File: src/tdpcm_pkg.sv
// Shared types, constants and the step table of the table-driven DPCM audio decoder.
package tdpcm_pkg;

    // Largest number of interleaved channels that the decoder holds state for.
    localparam int MAX_CHANNELS = 2;
    localparam int CH_W         = (MAX_CHANNELS > 1) ? $clog2(MAX_CHANNELS) : 1;
    localparam int CNT_W        = $clog2(MAX_CHANNELS + 1);

    localparam int CODE_W       = 8;
    localparam int SAMPLE_W     = 16;
    localparam int STEP_IDX_W   = 6;
    localparam int LITERAL_SHIFT = 9;
    localparam int LITERAL_BIT  = 7;
    localparam int SIGN_BIT     = 6;

    localparam int CFG_IDX_W    = 2;
    localparam int CFG_DATA_W   = 16;
    localparam int COUNT_REG_W  = 2;

    typedef enum logic [CFG_IDX_W-1:0] {
        REG_CHANNEL_COUNT = 2'd0,
        REG_STEP_SCALE    = 2'd1
    } reg_index_t;

    typedef struct packed {
        logic [CNT_W-1:0]    eff_count;
        logic [SAMPLE_W-1:0] step_scale;
    } cfg_t;

    function automatic logic [SAMPLE_W-1:0] step_lookup(input logic [STEP_IDX_W-1:0] idx);
        logic [SAMPLE_W-1:0] s;
        case (idx)
            6'd0:  s = 16'h0000;  6'd1:  s = 16'h0002;  6'd2:  s = 16'h0004;
            6'd3:  s = 16'h0006;  6'd4:  s = 16'h0008;  6'd5:  s = 16'h000A;
            6'd6:  s = 16'h000C;  6'd7:  s = 16'h000F;  6'd8:  s = 16'h0012;
            6'd9:  s = 16'h0015;  6'd10: s = 16'h0018;  6'd11: s = 16'h001C;
            6'd12: s = 16'h0020;  6'd13: s = 16'h0024;  6'd14: s = 16'h0028;
            6'd15: s = 16'h002C;  6'd16: s = 16'h0031;  6'd17: s = 16'h0036;
            6'd18: s = 16'h003B;  6'd19: s = 16'h0040;  6'd20: s = 16'h0046;
            6'd21: s = 16'h004C;  6'd22: s = 16'h0052;  6'd23: s = 16'h0058;
            6'd24: s = 16'h005F;  6'd25: s = 16'h0066;  6'd26: s = 16'h006D;
            6'd27: s = 16'h0074;  6'd28: s = 16'h007C;  6'd29: s = 16'h0084;
            6'd30: s = 16'h008C;  6'd31: s = 16'h0094;  6'd32: s = 16'h00A0;
            6'd33: s = 16'h00AA;  6'd34: s = 16'h00B4;  6'd35: s = 16'h00BE;
            6'd36: s = 16'h00C8;  6'd37: s = 16'h00D2;  6'd38: s = 16'h00DC;
            6'd39: s = 16'h00E6;  6'd40: s = 16'h00F0;  6'd41: s = 16'h00FF;
            6'd42: s = 16'h010E;  6'd43: s = 16'h011D;  6'd44: s = 16'h012C;
            6'd45: s = 16'h0140;  6'd46: s = 16'h0154;  6'd47: s = 16'h0168;
            6'd48: s = 16'h017C;  6'd49: s = 16'h0190;  6'd50: s = 16'h01A9;
            6'd51: s = 16'h01C2;  6'd52: s = 16'h01DB;  6'd53: s = 16'h01F4;
            6'd54: s = 16'h020D;  6'd55: s = 16'h0226;  6'd56: s = 16'h0244;
            6'd57: s = 16'h0262;  6'd58: s = 16'h028A;  6'd59: s = 16'h02BC;
            6'd60: s = 16'h02EE;  6'd61: s = 16'h0320;  6'd62: s = 16'h0384;
            default: s = 16'h03E8;
        endcase
        return s;
    endfunction

endpackage

File: src/tdpcm_cfg.sv
// Configuration registers and the derived effective channel count.
module tdpcm_cfg
    import tdpcm_pkg::*;
(
    input  logic                  aclk,
    input  logic                  aresetn,
    input  logic                  wr_en,
    input  logic [CFG_IDX_W-1:0]  wr_index,
    input  logic [CFG_DATA_W-1:0] wr_data,
    output cfg_t                  cfg
);

    logic [COUNT_REG_W-1:0] count_reg;
    logic [SAMPLE_W-1:0]    scale_reg;

    always_ff @(posedge aclk) begin
        if (!aresetn) begin
            count_reg <= COUNT_REG_W'(1);
            scale_reg <= SAMPLE_W'(1);
        end else if (wr_en) begin
            unique case (wr_index)
                REG_CHANNEL_COUNT: count_reg <= wr_data[COUNT_REG_W-1:0];
                REG_STEP_SCALE:    scale_reg <= wr_data[SAMPLE_W-1:0];
                default: ;
            endcase
        end
    end

    // A count of zero means one channel; counts beyond the held state saturate.
    always_comb begin
        if (count_reg == '0) begin
            cfg.eff_count = CNT_W'(1);
        end else if (32'(count_reg) > 32'(MAX_CHANNELS)) begin
            cfg.eff_count = CNT_W'(MAX_CHANNELS);
        end else begin
            cfg.eff_count = CNT_W'(count_reg);
        end
        cfg.step_scale = scale_reg;
    end

endmodule

File: src/tdpcm_datapath.sv
// Per-channel sample state, channel rotation and the step decode arithmetic.
module tdpcm_datapath
    import tdpcm_pkg::*;
(
    input  logic                aclk,
    input  logic                aresetn,
    input  logic                advance,
    input  logic [CODE_W-1:0]   code,
    input  cfg_t                cfg,
    output logic [SAMPLE_W-1:0] sample,
    output logic [CH_W-1:0]     channel
);

    logic [SAMPLE_W-1:0]   last_reg [MAX_CHANNELS];
    logic [CH_W-1:0]       ch_reg;
    logic [CH_W-1:0]       ch_next;
    logic [CH_W-1:0]       ch_sel;
    logic [CNT_W-1:0]      ch_inc;
    logic [SAMPLE_W-1:0]   step;
    logic [2*SAMPLE_W-1:0] product;

    // The pointer may sit beyond a count lowered since the last item.
    assign ch_sel = (CNT_W'(ch_reg) >= cfg.eff_count) ? '0 : ch_reg;
    assign ch_inc = CNT_W'(ch_sel) + CNT_W'(1);
    assign ch_next = (ch_inc >= cfg.eff_count) ? '0 : ch_inc[CH_W-1:0];

    always_comb begin
        step = step_lookup(code[STEP_IDX_W-1:0]);
        if (code[SIGN_BIT]) begin
            step = SAMPLE_W'(0) - step;
        end
        product = (2*SAMPLE_W)'(step) * (2*SAMPLE_W)'(cfg.step_scale);
        if (code[LITERAL_BIT]) begin
            sample = SAMPLE_W'({code[LITERAL_BIT-1:0], {LITERAL_SHIFT{1'b0}}});
        end else begin
            sample = last_reg[ch_sel] + product[SAMPLE_W-1:0];
        end
    end

    assign channel = ch_sel;

    always_ff @(posedge aclk) begin
        if (!aresetn) begin
            ch_reg <= '0;
            for (int i = 0; i < MAX_CHANNELS; i++) begin
                last_reg[i] <= '0;
            end
        end else if (advance) begin
            ch_reg           <= ch_next;
            last_reg[ch_sel] <= sample;
        end
    end

endmodule

File: src/table_dpcm_audio_decoder_top.sv
// Top level of the table-driven DPCM audio decoder with its stream registers.
//
// Code bytes arrive on the s_ stream, one channel-interleaved byte per transaction,
// and each gives one 16-bit PCM sample on the m_ stream, with its channel in m_tuser.
// A byte is held in an input register; the table lookup, the 16x16 multiply and the
// add to the channel's previous sample sit between that register and the output
// register, from which the sample is presented. One byte per cycle is sustained
// while m_tready is high: the input register hands over to the output register
// whenever that is empty or being taken in the same cycle, and the channel state is
// updated at that hand-over, so the following byte sees it at once.
// When the receiver stalls, one sample waits in the output register and one byte in
// the input register; s_tready falls only when both are full.
// The cfg_ channel writes channel_count (index 0) or step_scale (index 1); it is
// always ready and should only be used while no transaction is in flight.
// Synchronous reset empties both stream registers, clears all previous samples and
// the channel pointer, and sets channel_count and step_scale to one.
module table_dpcm_audio_decoder_top
    import tdpcm_pkg::*;
(
    input  logic                  aclk,
    input  logic                  aresetn,
    input  logic                  s_tvalid,
    output logic                  s_tready,
    input  logic [7:0]            s_tdata,   // [7:0] code_byte
    output logic                  m_tvalid,
    input  logic                  m_tready,
    output logic [15:0]           m_tdata,   // [15:0] pcm_sample
    output logic                  m_tuser,   // [0] channel_index
    input  logic                  cfg_valid,
    output logic                  cfg_ready,
    input  logic [CFG_IDX_W-1:0]  cfg_index,
    input  logic [CFG_DATA_W-1:0] cfg_wdata
);

    logic                in_valid_reg;
    logic [CODE_W-1:0]   code_reg;
    logic                out_valid_reg;
    logic [SAMPLE_W-1:0] sample_reg;
    logic                chan_reg;
    logic                move;
    logic [SAMPLE_W-1:0] sample;
    logic [CH_W-1:0]     channel;
    cfg_t                cfg;

    assign cfg_ready = 1'b1;
    assign move      = in_valid_reg && (!out_valid_reg || m_tready);
    assign s_tready  = !in_valid_reg || move;

    tdpcm_cfg u_cfg (
        .aclk     (aclk),
        .aresetn  (aresetn),
        .wr_en    (cfg_valid && cfg_ready),
        .wr_index (cfg_index),
        .wr_data  (cfg_wdata),
        .cfg      (cfg)
    );

    tdpcm_datapath u_datapath (
        .aclk    (aclk),
        .aresetn (aresetn),
        .advance (move),
        .code    (code_reg),
        .cfg     (cfg),
        .sample  (sample),
        .channel (channel)
    );

    always_ff @(posedge aclk) begin
        if (!aresetn) begin
            in_valid_reg  <= 1'b0;
            out_valid_reg <= 1'b0;
        end else begin
            if (s_tready) begin
                in_valid_reg <= s_tvalid;
            end
            if (move) begin
                out_valid_reg <= 1'b1;
            end else if (m_tready) begin
                out_valid_reg <= 1'b0;
            end
        end
    end

    always_ff @(posedge aclk) begin
        if (s_tvalid && s_tready) begin
            code_reg <= s_tdata;
        end
        if (move) begin
            sample_reg <= sample;
            chan_reg   <= channel[0];
        end
    end

    assign m_tvalid = out_valid_reg;
    assign m_tdata  = sample_reg;
    assign m_tuser  = chan_reg;

`ifndef SYNTHESIS
    a_reset_empties_output: assert property (@(posedge aclk)
        !aresetn |=> !m_tvalid)
        else $error("output valid after reset");

    a_accept_fills_input: assert property (@(posedge aclk) disable iff (!aresetn)
        s_tvalid && s_tready |=> in_valid_reg)
        else $error("accepted transaction not held in input register");

    a_input_waits_only_on_output: assert property (@(posedge aclk) disable iff (!aresetn)
        in_valid_reg && !move |-> out_valid_reg && !m_tready)
        else $error("input register stalled with output free");

    a_move_loads_output: assert property (@(posedge aclk) disable iff (!aresetn)
        move |=> m_tvalid)
        else $error("decoded sample not presented");
`endif

endmodule
File: config.mk
export PLATFORM = sky130hd
export DESIGN_NAME = table_dpcm_audio_decoder_top
export DESIGN_NICKNAME = d
export VERILOG_FILES = /design/src/tdpcm_pkg.sv /design/src/tdpcm_cfg.sv /design/src/tdpcm_datapath.sv /design/src/table_dpcm_audio_decoder_top.sv
export SDC_FILE = /design/constraint.sdc
export NUM_CORES = 1
export LEC_CHECK = 0
export ABC_CLOCK_PERIOD_IN_PS = 6300
export BUFFER_PORTS_ARGS = -buffer_cell sky130_fd_sc_hd__buf_2
export CORE_UTILIZATION = 47
export CTS_BUF_LIST = sky130_fd_sc_hd__clkbuf_4
export DETAILED_ROUTE_END_ITERATION = 7
export PLACE_DENSITY = 0.72
export SYNTH_ARGS = -nofsm -noshare
export SYNTH_HDL_FRONTEND = slang
export SYNTH_SLANG_ARGS = --single-unit
File: constraint.sdc
create_clock -name aclk -period 6.3 [get_ports aclk]
set_input_delay 0.945 -clock aclk [delete_from_list [all_inputs] [get_ports aclk]]
set_output_delay 0.945 -clock aclk [all_outputs]
set_load 0.01 [all_outputs]
Word level (Yosys, flattened, before mapping):

Memory sizes are Yosys's and may differ from the RTL's. A register that Yosys moved wholly into a read port is not among the register bits.
Index checks and enable logic that the tools add are counted.

* logic and storage cells: 46
* RAM bits: 32
* register bits after elaboration: 46
* bits in latches: 0
* output and inout bits: 20
* ROM bits: 640
* memories: 2
* bits of input ports: 31

Memory list
* (no name shown): words 64, bits a word 10, rd ports 1, clocked after memory_dff 1, wr ports 0, line tdpcm_pkg.sv:32 `case (idx)`
* u_datapath.last_reg: words 2, bits a word 16, rd ports 1, clocked after memory_dff 0, wr ports 2, line tdpcm_datapath.sv:14 `logic [SAMPLE_W-1:0] last_reg [MAX_CHANNELS];`

* add/sub/neg operators: 3
* multipliers: 1
* $lt $le $gt $ge: 3
* mux-type cells: 16
* div/mod/pow operators: 0
* reductions and logical operators: 12
* bitwise gates (word level): 0
* eq/ne operators: 1
* shifts and indexed selects: 0

Operator list (count)
* $mux 16: 3
* $add 16x16->16: 1
* $mul 16x16->16: 1
* $reduce_or 16->1: 1
* $sub 1x16->16 const A: 1
* $mux 1: 10
* $mux 6: 1
* $logic_not 2->1: 2
* $mux 2: 2
* $reduce_and 2->1: 2
* $add 1x1->2 const B: 1
* $eq 2x1->1 const B: 1
* $ge 1x2->1: 1
* $ge 2x2->1: 1
* $gt 2x2->1 const B: 1
* $logic_and 1x1->1: 2
* $logic_not 1->1: 2
* $logic_or 1x1->1: 2
* $reduce_bool 2->1: 1

Longest topological paths before layout:

Gate-level depths: netlist of the first run.
An unclocked memory read counts as a cell.

* depth after elaboration: 9
* mapped depth: 27

By module:

Synthesis of the first run repeated with hierarchy kept, for this count alone.

* cell total of the unflattened synthesis: 939
* area, all modules: 8713.4 um^2

By module, submodules not included
* tdpcm_datapath: area an instance 7134.3 um^2, instances 1, cells each 826, sequential area each 980.9 um^2
* table_dpcm_audio_decoder_top: area an instance 865.8 um^2, instances 1, cells each 36, sequential area each 790.8 um^2
* tdpcm_cfg: area an instance 713.2 um^2, instances 1, cells each 77, sequential area each 340.3 um^2

Worst setup path before layout of the first run:

Ideal clock, no wire load.

* kind: reg-to-reg
* start: reg u_datapath.step[0] (netlist name)
* end: mem u_datapath.last_reg[1][15] (data pin)
* path slack: -455 ps
* required time: 6129 ps
* stages on the path, launching flop included: 26
* setup time: 171 ps
* arrival: 6584 ps
* path through: dfxtp_1 > clkbuf_1 > inv_1 > ha_1 > clkbuf_1 > a21oi_1 > xor2_1 > nand2_1 > fa_1 > inv_1 > fa_1 > ha_1 > fa_1 > inv_1 > fa_1 > fa_1 > inv_1 > ha_1 > or2_2 > a21oi_1 > nor3_1 > a2111oi_1 > o21bai_1 > a21oi_1 > xnor3_1 > a211oi_1

RTL lines (line)
* end, declared: tdpcm_datapath.sv:14

==> flow_metrics.env, run 1 <==
export IMPL_tightest_slew_ns=1.21
export IMPL_required_ns=6.61
export IMPL_postPlaceCellArea_um2=9540
export IMPL_numPortBuffers=49
export IMPL_grt_pass1_vias=6698
export IMPL_core_um2=18000
export IMPL_synth_fp_nets=1134
export IMPL_drc=0
export IMPL_synth_edff_count=57
export IMPL_setup_viol=0
export IMPL_startpoint_type="flop"
export IMPL_async_reset_ff_frac=0
export IMPL_slew_violations=0
export IMPL_worstPathMaxFanout=5
export IMPL_netSwitchingFraction=0.435
export IMPL_grt_pass1_wl_mm=33.6
export IMPL_detail_route_antenna_nets=0
export IMPL_clkPwrFrac=0.116
export IMPL_yosysWarnings=0
export IMPL_final_nets=1223
export IMPL_power_density_nw_per_um2=256
export IMPL_ys_seq_area_frac=0.266
export IMPL_critPathCaptureType="flop"
export IMPL_place_congestion=0.913
export IMPL_cp_arrival_ns=6.58
export IMPL_period_minus_slack_ns=6.28
export IMPL_detail_route_wl_per_cell_um=16.3
export IMPL_synth_cell_types=57
export IMPL_leakage_nw=4.72
export IMPL_period_share=0.996
export IMPL_fin_worst_skew_ns=0.0354
export IMPL_area_delta_synth_final_pct=15.5
export IMPL_hpwl_mm=16.2
export IMPL_cts_htree_levels=3
export IMPL_clock_path_buffers=2
export IMPL_synth_seq_cells=87
export IMPL_hold_viol_final=0
export IMPL_fp_dieH_um=138
export IMPL_grt_util_all_layers=0.222
export IMPL_rsz0062_at_grt="yes"
export IMPL_p_int_mw=1.46
export IMPL_die_w_um=138
export IMPL_cpPeakStageDelay_ns=0.56
export IMPL_cp_slowest_cell="fa_1"
export IMPL_die_area_um2=19100
export IMPL_syn_inst=946
export IMPL_power_switching_mw=1.12
export IMPL_crit_top_cell="fa_1"
export IMPL_antenna_found_initial=1
export IMPL_tritoncts="done"
export IMPL_clock_sinks=87
export IMPL_clock_root_buffer="clkbuf_4"
export IMPL_syn_avg_cell_area_um2=9.19
export IMPL_finalSetupTns_ns=0
export IMPL_drt_wl_total_mm=20.7
export IMPL_worstHoldPathType="flop to flop"
export IMPL_p_comb_frac=0.606
export IMPL_drv_cap=0
export IMPL_pwr_share_seq=0.278
export IMPL_synthFlopType="edfxtp_1"
export IMPL_num_rows=49
export IMPL_worst_slew_margin_rel=0.168
export IMPL_worstPathCellList="nor4_4, buf_4, a31oi_4, xnor2_1, buf_4, buf_4, nor2b_1, fa_1, inv_1, fa_2, fa_1, fa_1, inv_2, fa_1, inv_1, fa_1, inv_2, ha_4, and3_4, a2111oi_4, o21bai_1, a21oi_2, xnor3_1, a211oi_1"
export IMPL_ir_drop_uv=157
export IMPL_syn_area_um2=8700
export IMPL_grt_max_degree=25
export IMPL_drt_initial_drc_count=341
export IMPL_vias=6648
export IMPL_grt_overflow=0
export IMPL_clk_latency_ns=0.48
export IMPL_fin_area_um2=10100
export IMPL_final_cell_mix="inv_1, nand2_1, fa_1, buf_4"
export IMPL_first_pass_iters=5
export IMPL_initial_utilization=0.483
export IMPL_crit_type="flop to flop"
export IMPL_max_freq_mhz=159
export IMPL_viasPerCell=5.23
export IMPL_cts_clk_slew_worst_paths_ns=0.17
export IMPL_cts_buffers=9
export IMPL_drive_gt1_frac=0.206
export IMPL_layout_commonest_cell="inv_1"
export IMPL_status="completed"
export IMPL_io_pins=51
==> critical path, delay by kind of cell, from the launching register on <==
family	cells	cell delay [ns]
adder cells (fa/ha/maj)	7	3.18
AO/OA/AOI/OAI	5	0.90
buffers and inverters	7	0.67
AND/OR/NAND/NOR	3	0.57
XOR/XNOR	2	0.46
flip-flops	1	0.36
==> Yosys cell counts, types with 2 or more instances <==
| cell type | number | area [µm²] |
|---|---|---|
| dfxtp_1 | 30 | 601 |
| and2_1 | 54 | 338 |
| a211oi_1 | 9 | 67.6 |
| inv_2 | 2 | 7.51 |
| nor4_4 | 2 | 42.5 |
| a31oi_1 | 9 | 56.3 |
| o22ai_1 | 3 | 18.8 |
| xnor3_1 | 2 | 45.0 |
| and3_1 | 3 | 18.8 |
| a311oi_1 | 2 | 17.5 |
| a221oi_1 | 4 | 35.0 |
| clkbuf_1 | 33 | 124 |
| a21oi_1 | 34 | 170 |
| o21a_1 | 2 | 15.0 |
| buf_1 | 5 | 18.8 |
| nor3_1 | 13 | 65.1 |
| mux2i_1 | 21 | 210 |
| o21bai_1 | 4 | 30.0 |
| fa_1 | 94 | 1880 |
| o21ai_1 | 2 | 10.0 |
| o21ai_0 | 14 | 70.1 |
| xnor2_2 | 2 | 32.5 |
| nand3_1 | 8 | 40.0 |
| nand2_1 | 135 | 507 |
| buf_4 | 2 | 15.0 |
| ha_1 | 63 | 788 |
| nor2b_1 | 8 | 50.1 |
| a22oi_1 | 2 | 15.0 |
| nand2b_1 | 4 | 25.0 |
| inv_1 | 178 | 668 |
| xnor2_1 | 28 | 245 |
| edfxtp_1 | 57 | 1710 |
| a21boi_0 | 15 | 113 |
| mux2_2 | 10 | 113 |
| xor2_1 | 11 | 96.3 |
| o211ai_1 | 8 | 60.1 |
| nor2_1 | 53 | 199 |
==> logic make-up (layout without fill, tap and decap cells) <==
kind of cell             count (synthesis)  in the layout  share of synthesized area
adder cells (fa/ha/maj)                157            157                      0.307
other                                    1              2                   0.000431
buffers and inverters                  221            315                     0.0962
AND/OR/NAND/NOR                        286            286                      0.153
AO/OA/AOI/OAI                          118            118                     0.0883
XOR/XNOR                                43             43                     0.0482
flip-flops                              87             87                      0.266
multiplexers                            33             33                     0.0414
==> per-stage QoR <==
stage / power [mW] / setup WS, ns / hold slack, ns / util / cells
floorplan: 1.63 / 0.0408 / 0.444 / - / 946
global placement: 2.08 / -0.0443 / 0.455 / 0.529 / 1238
detailed placement: 2.12 / -0.202 / 0.460 / 0.529 / 1238
CTS: 2.51 / 0.0119 / 0.479 / 0.549 / 1265
global route: 2.78 / -0.215 / 0.502 / 0.558 / 1270
finish: 2.58 / 0.0248 / 0.488 / 0.558 / 1270
==> final timing paths <==
| path | slack [ns] | from | cells after the start | endpoint |
|---|---|---|---|---|
| worst max-delay path | 0.02 | flop | 24 | u_datapath.last_reg[1][15] |
| worst min-delay path | 0.49 | u_cfg.scale_reg[15] | 2 | u_cfg.scale_reg[15] |
| worst max register to register | 0.02 | flop | 24 | u_datapath.last_reg[1][15] |
| worst min register to register | 0.49 | u_cfg.scale_reg[15] | 2 | u_cfg.scale_reg[15] |
==> layer usage <==
layer  up-vias  global-route usage  wire length (µm)
li1       3180                   -                 -
met1      3267               0.290              9130
met2       172               0.380             10100
met3        29              0.0305               949
met4         0              0.0688               473
met5         -                   0                 0
==> power groups by stage <==
stage,logic (mW),clock network [mW],registers [mW]
final,1.56,0.298,0.717
after global placement,1.36,0,0.726
after detailed placement,1.40,0,0.728
after floorplan,0.898,0,0.730
after global routing,1.72,0.329,0.722
after CTS,1.49,0.305,0.717
==> repair_timing <==
item                       CTS  global route
setup buffers               13             4
hold buffers                 0             0
pin swaps                   32            37
cloned                       0             0
resized for setup           31            31
setup endpoints to repair    8            15
==> layout make-up <==
cell class / count / area [µm²]
inverter: 181 / 682
clock inverter: 7 / 55.1
multi-input combinational: 638 / 5870
clock buffer: 9 / 67.6
timing repair buffer: 118 / 771
sequential: 87 / 2320
antenna: 1 / 2.50
fill: 1618 / 7970
tap: 229 / 287
Power figures use the tool's default switching activity.
==> run 2, diff against run 1 <==
Settings changed: CORE_MARGIN set to 4, CORE_UTILIZATION 47 to 50, PLACE_DENSITY 0.72 to 0.75.
==> flow_metrics.env, run 2 (synthesized netlist as in run 1, its figures left out) <==
export IMPL_hpwl_mm=16.3
export IMPL_tightest_slew_ns=1.10
export IMPL_rsz0062_at_grt="yes"
export IMPL_power_density_nw_per_um2=273
export IMPL_fp_dieH_um=140
export IMPL_initial_utilization=0.517
export IMPL_clock_path_buffers=2
export IMPL_grt_overflow=0
export IMPL_grt_pass1_wl_mm=33.7
export IMPL_antenna_found_initial=1
export IMPL_hold_viol_final=0
export IMPL_final_nets=1222
export IMPL_required_ns=6.58
export IMPL_crit_top_cell="fa_1"
export IMPL_die_area_um2=19600
export IMPL_num_rows=47
export IMPL_slew_violations=0
export IMPL_p_comb_frac=0.599
export IMPL_place_congestion=0.868
export IMPL_critPathCaptureType="flop"
export IMPL_drv_cap=0
export IMPL_crit_buf_inv=7
export IMPL_drc=0
export IMPL_detail_route_antenna_nets=0
export IMPL_crit_family="adder cells"
export IMPL_io_pins=51
export IMPL_cts_clk_slew_worst_paths_ns=0.17
export IMPL_violations="negative setup slack"
export IMPL_period_minus_slack_ns=6.32
export IMPL_grt_max_degree=25
export IMPL_die_w_um=140
export IMPL_netSwitchingFraction=0.426
export IMPL_tritoncts="done"
export IMPL_p_int_mw=1.58
export IMPL_first_pass_iters=7
export IMPL_power_switching_mw=1.17
export IMPL_grt_pass1_vias=6766
export IMPL_cts_buffers=9
export IMPL_post_place_ws_ns=-0.188
export IMPL_clk_latency_ns=0.45
export IMPL_ir_drop_uv=159
export IMPL_nFillCells=1433
export IMPL_final_cell_mix="inv_1, nand2_1, fa_1, buf_4, ha_1"
export IMPL_leakage_nw=4.74
export IMPL_worstHoldPathType="flop to flop"
export IMPL_drt_wl_total_mm=20.9
export IMPL_status="complete, but fails checks"
export IMPL_detail_route_wl_per_cell_um=16.6
export IMPL_holdBufCountCts=0
export IMPL_clock_root_buffer="clkbuf_4"
export IMPL_cpPeakStageDelay_ns=0.54
export IMPL_cts_htree_levels=3
export IMPL_postLayoutSetupSlackWorst_ns=-0.0166
export IMPL_grt_util_all_layers=0.213
export IMPL_vias=6704
export IMPL_clock_sinks=87
export IMPL_crit_type="flop to flop"
export IMPL_cp_arrival_ns=6.59
export IMPL_worstPathMaxFanout=6
export IMPL_drt_initial_drc_count=479
export IMPL_numPortBuffers=49
export IMPL_startpoint_type="flop"
export IMPL_worstPathCellList="nor4_4, buf_4, a21oi_4, xor2_2, buf_6, and2_4, fa_1, inv_2, fa_1, inv_2, fa_1, fa_1, fa_1, inv_2, fa_1, inv_2, ha_4, buf_6, or3_1, o21ai_2, a21oi_2, mux2_4, nor3_1"
export IMPL_pwr_share_seq=0.260
export IMPL_max_freq_mhz=158
export IMPL_clkPwrFrac=0.141
export IMPL_layout_commonest_cell="inv_1"
export IMPL_drive_gt1_frac=0.204
export IMPL_finalSetupTns_ns=-0.0184
export IMPL_viasPerCell=5.32
export IMPL_worst_slew_margin_rel=0.263
export IMPL_setup_viol=2
export IMPL_cp_slowest_cell="fa_1"
export IMPL_fin_worst_skew_ns=0.0337
export IMPL_core_um2=16800
export IMPL_period_share=1.00
export IMPL_whs_ns=0.479
export IMPL_area_delta_synth_final_pct=15.9
run 2: changes by cell type in the layout (fill, tap and decap cells not counted), sizes merged:
cell and delta:
buf -1, bufinv +2, clkinv -4, clkinvlp +1, inv +1
run 2: power by group through the flow:
stage	Combinational, mW	Clock, mW	Sequential, mW
after detailed placement	1.40	0	0.728
after floorplan	0.898	0	0.730
after CTS	1.45	0.397	0.714
after global placement	1.36	0	0.725
after global routing	1.81	0.424	0.722
final	1.65	0.389	0.715
run 2: final timing paths:
kind | from | endpoint | slack (ns) | cells past startpoint
min reg2reg | u_cfg.scale_reg[15] | u_cfg.scale_reg[15] | 0.48 | 2
max | flop | u_datapath.last_reg[1][14] | -0.02 | 23
min | u_cfg.scale_reg[15] | u_cfg.scale_reg[15] | 0.48 | 2
max reg2reg | flop | u_datapath.last_reg[1][14] | -0.02 | 23
run 2: stage by stage:
step	total power [mW]	cell area, µm²	utilization	instances
final	2.75	10100	0.599	1260
after global routing	2.96	10100	0.599	1260
after CTS	2.56	9850	0.586	1255
after detailed placement	2.13	9580	0.570	1236
after global placement	2.09	9580	0.570	1236
after floorplan	1.63	8770	-	946
run 2: cell type report:
class                   count  area, µm²  area share
diodes                      1       2.50    0.000248
clock buffers               9       67.6     0.00670
clock inverters             7        110      0.0109
inverters                 181        682      0.0676
multi-input cells         638       5860       0.581
flip-flops and latches     87       2320       0.230
well taps                 220        275      0.0273
repair buffers            117        767      0.0761
run 2: per-layer routing:
metal  vias up  global-route usage  share of wire
met4         0              0.0586          0.022
met2       231               0.364           0.50
met1      3252               0.290           0.43
met5         -                   0              0
met3        39              0.0239          0.054
li1       3182                   -              -
run 2: tightest hold or removal path: stages, from the launching register on:
cell	delay, ns
dfxtp_1	0.34
nand2_1	0.05
a21boi_0	0.06
run 2: what timing repair did:
item | CTS | global route
buffers inserted | 3 | 6
resized for setup | 14 | 53
pin swaps | 5 | 32
endpoints found under the setup margin | 11 | 15
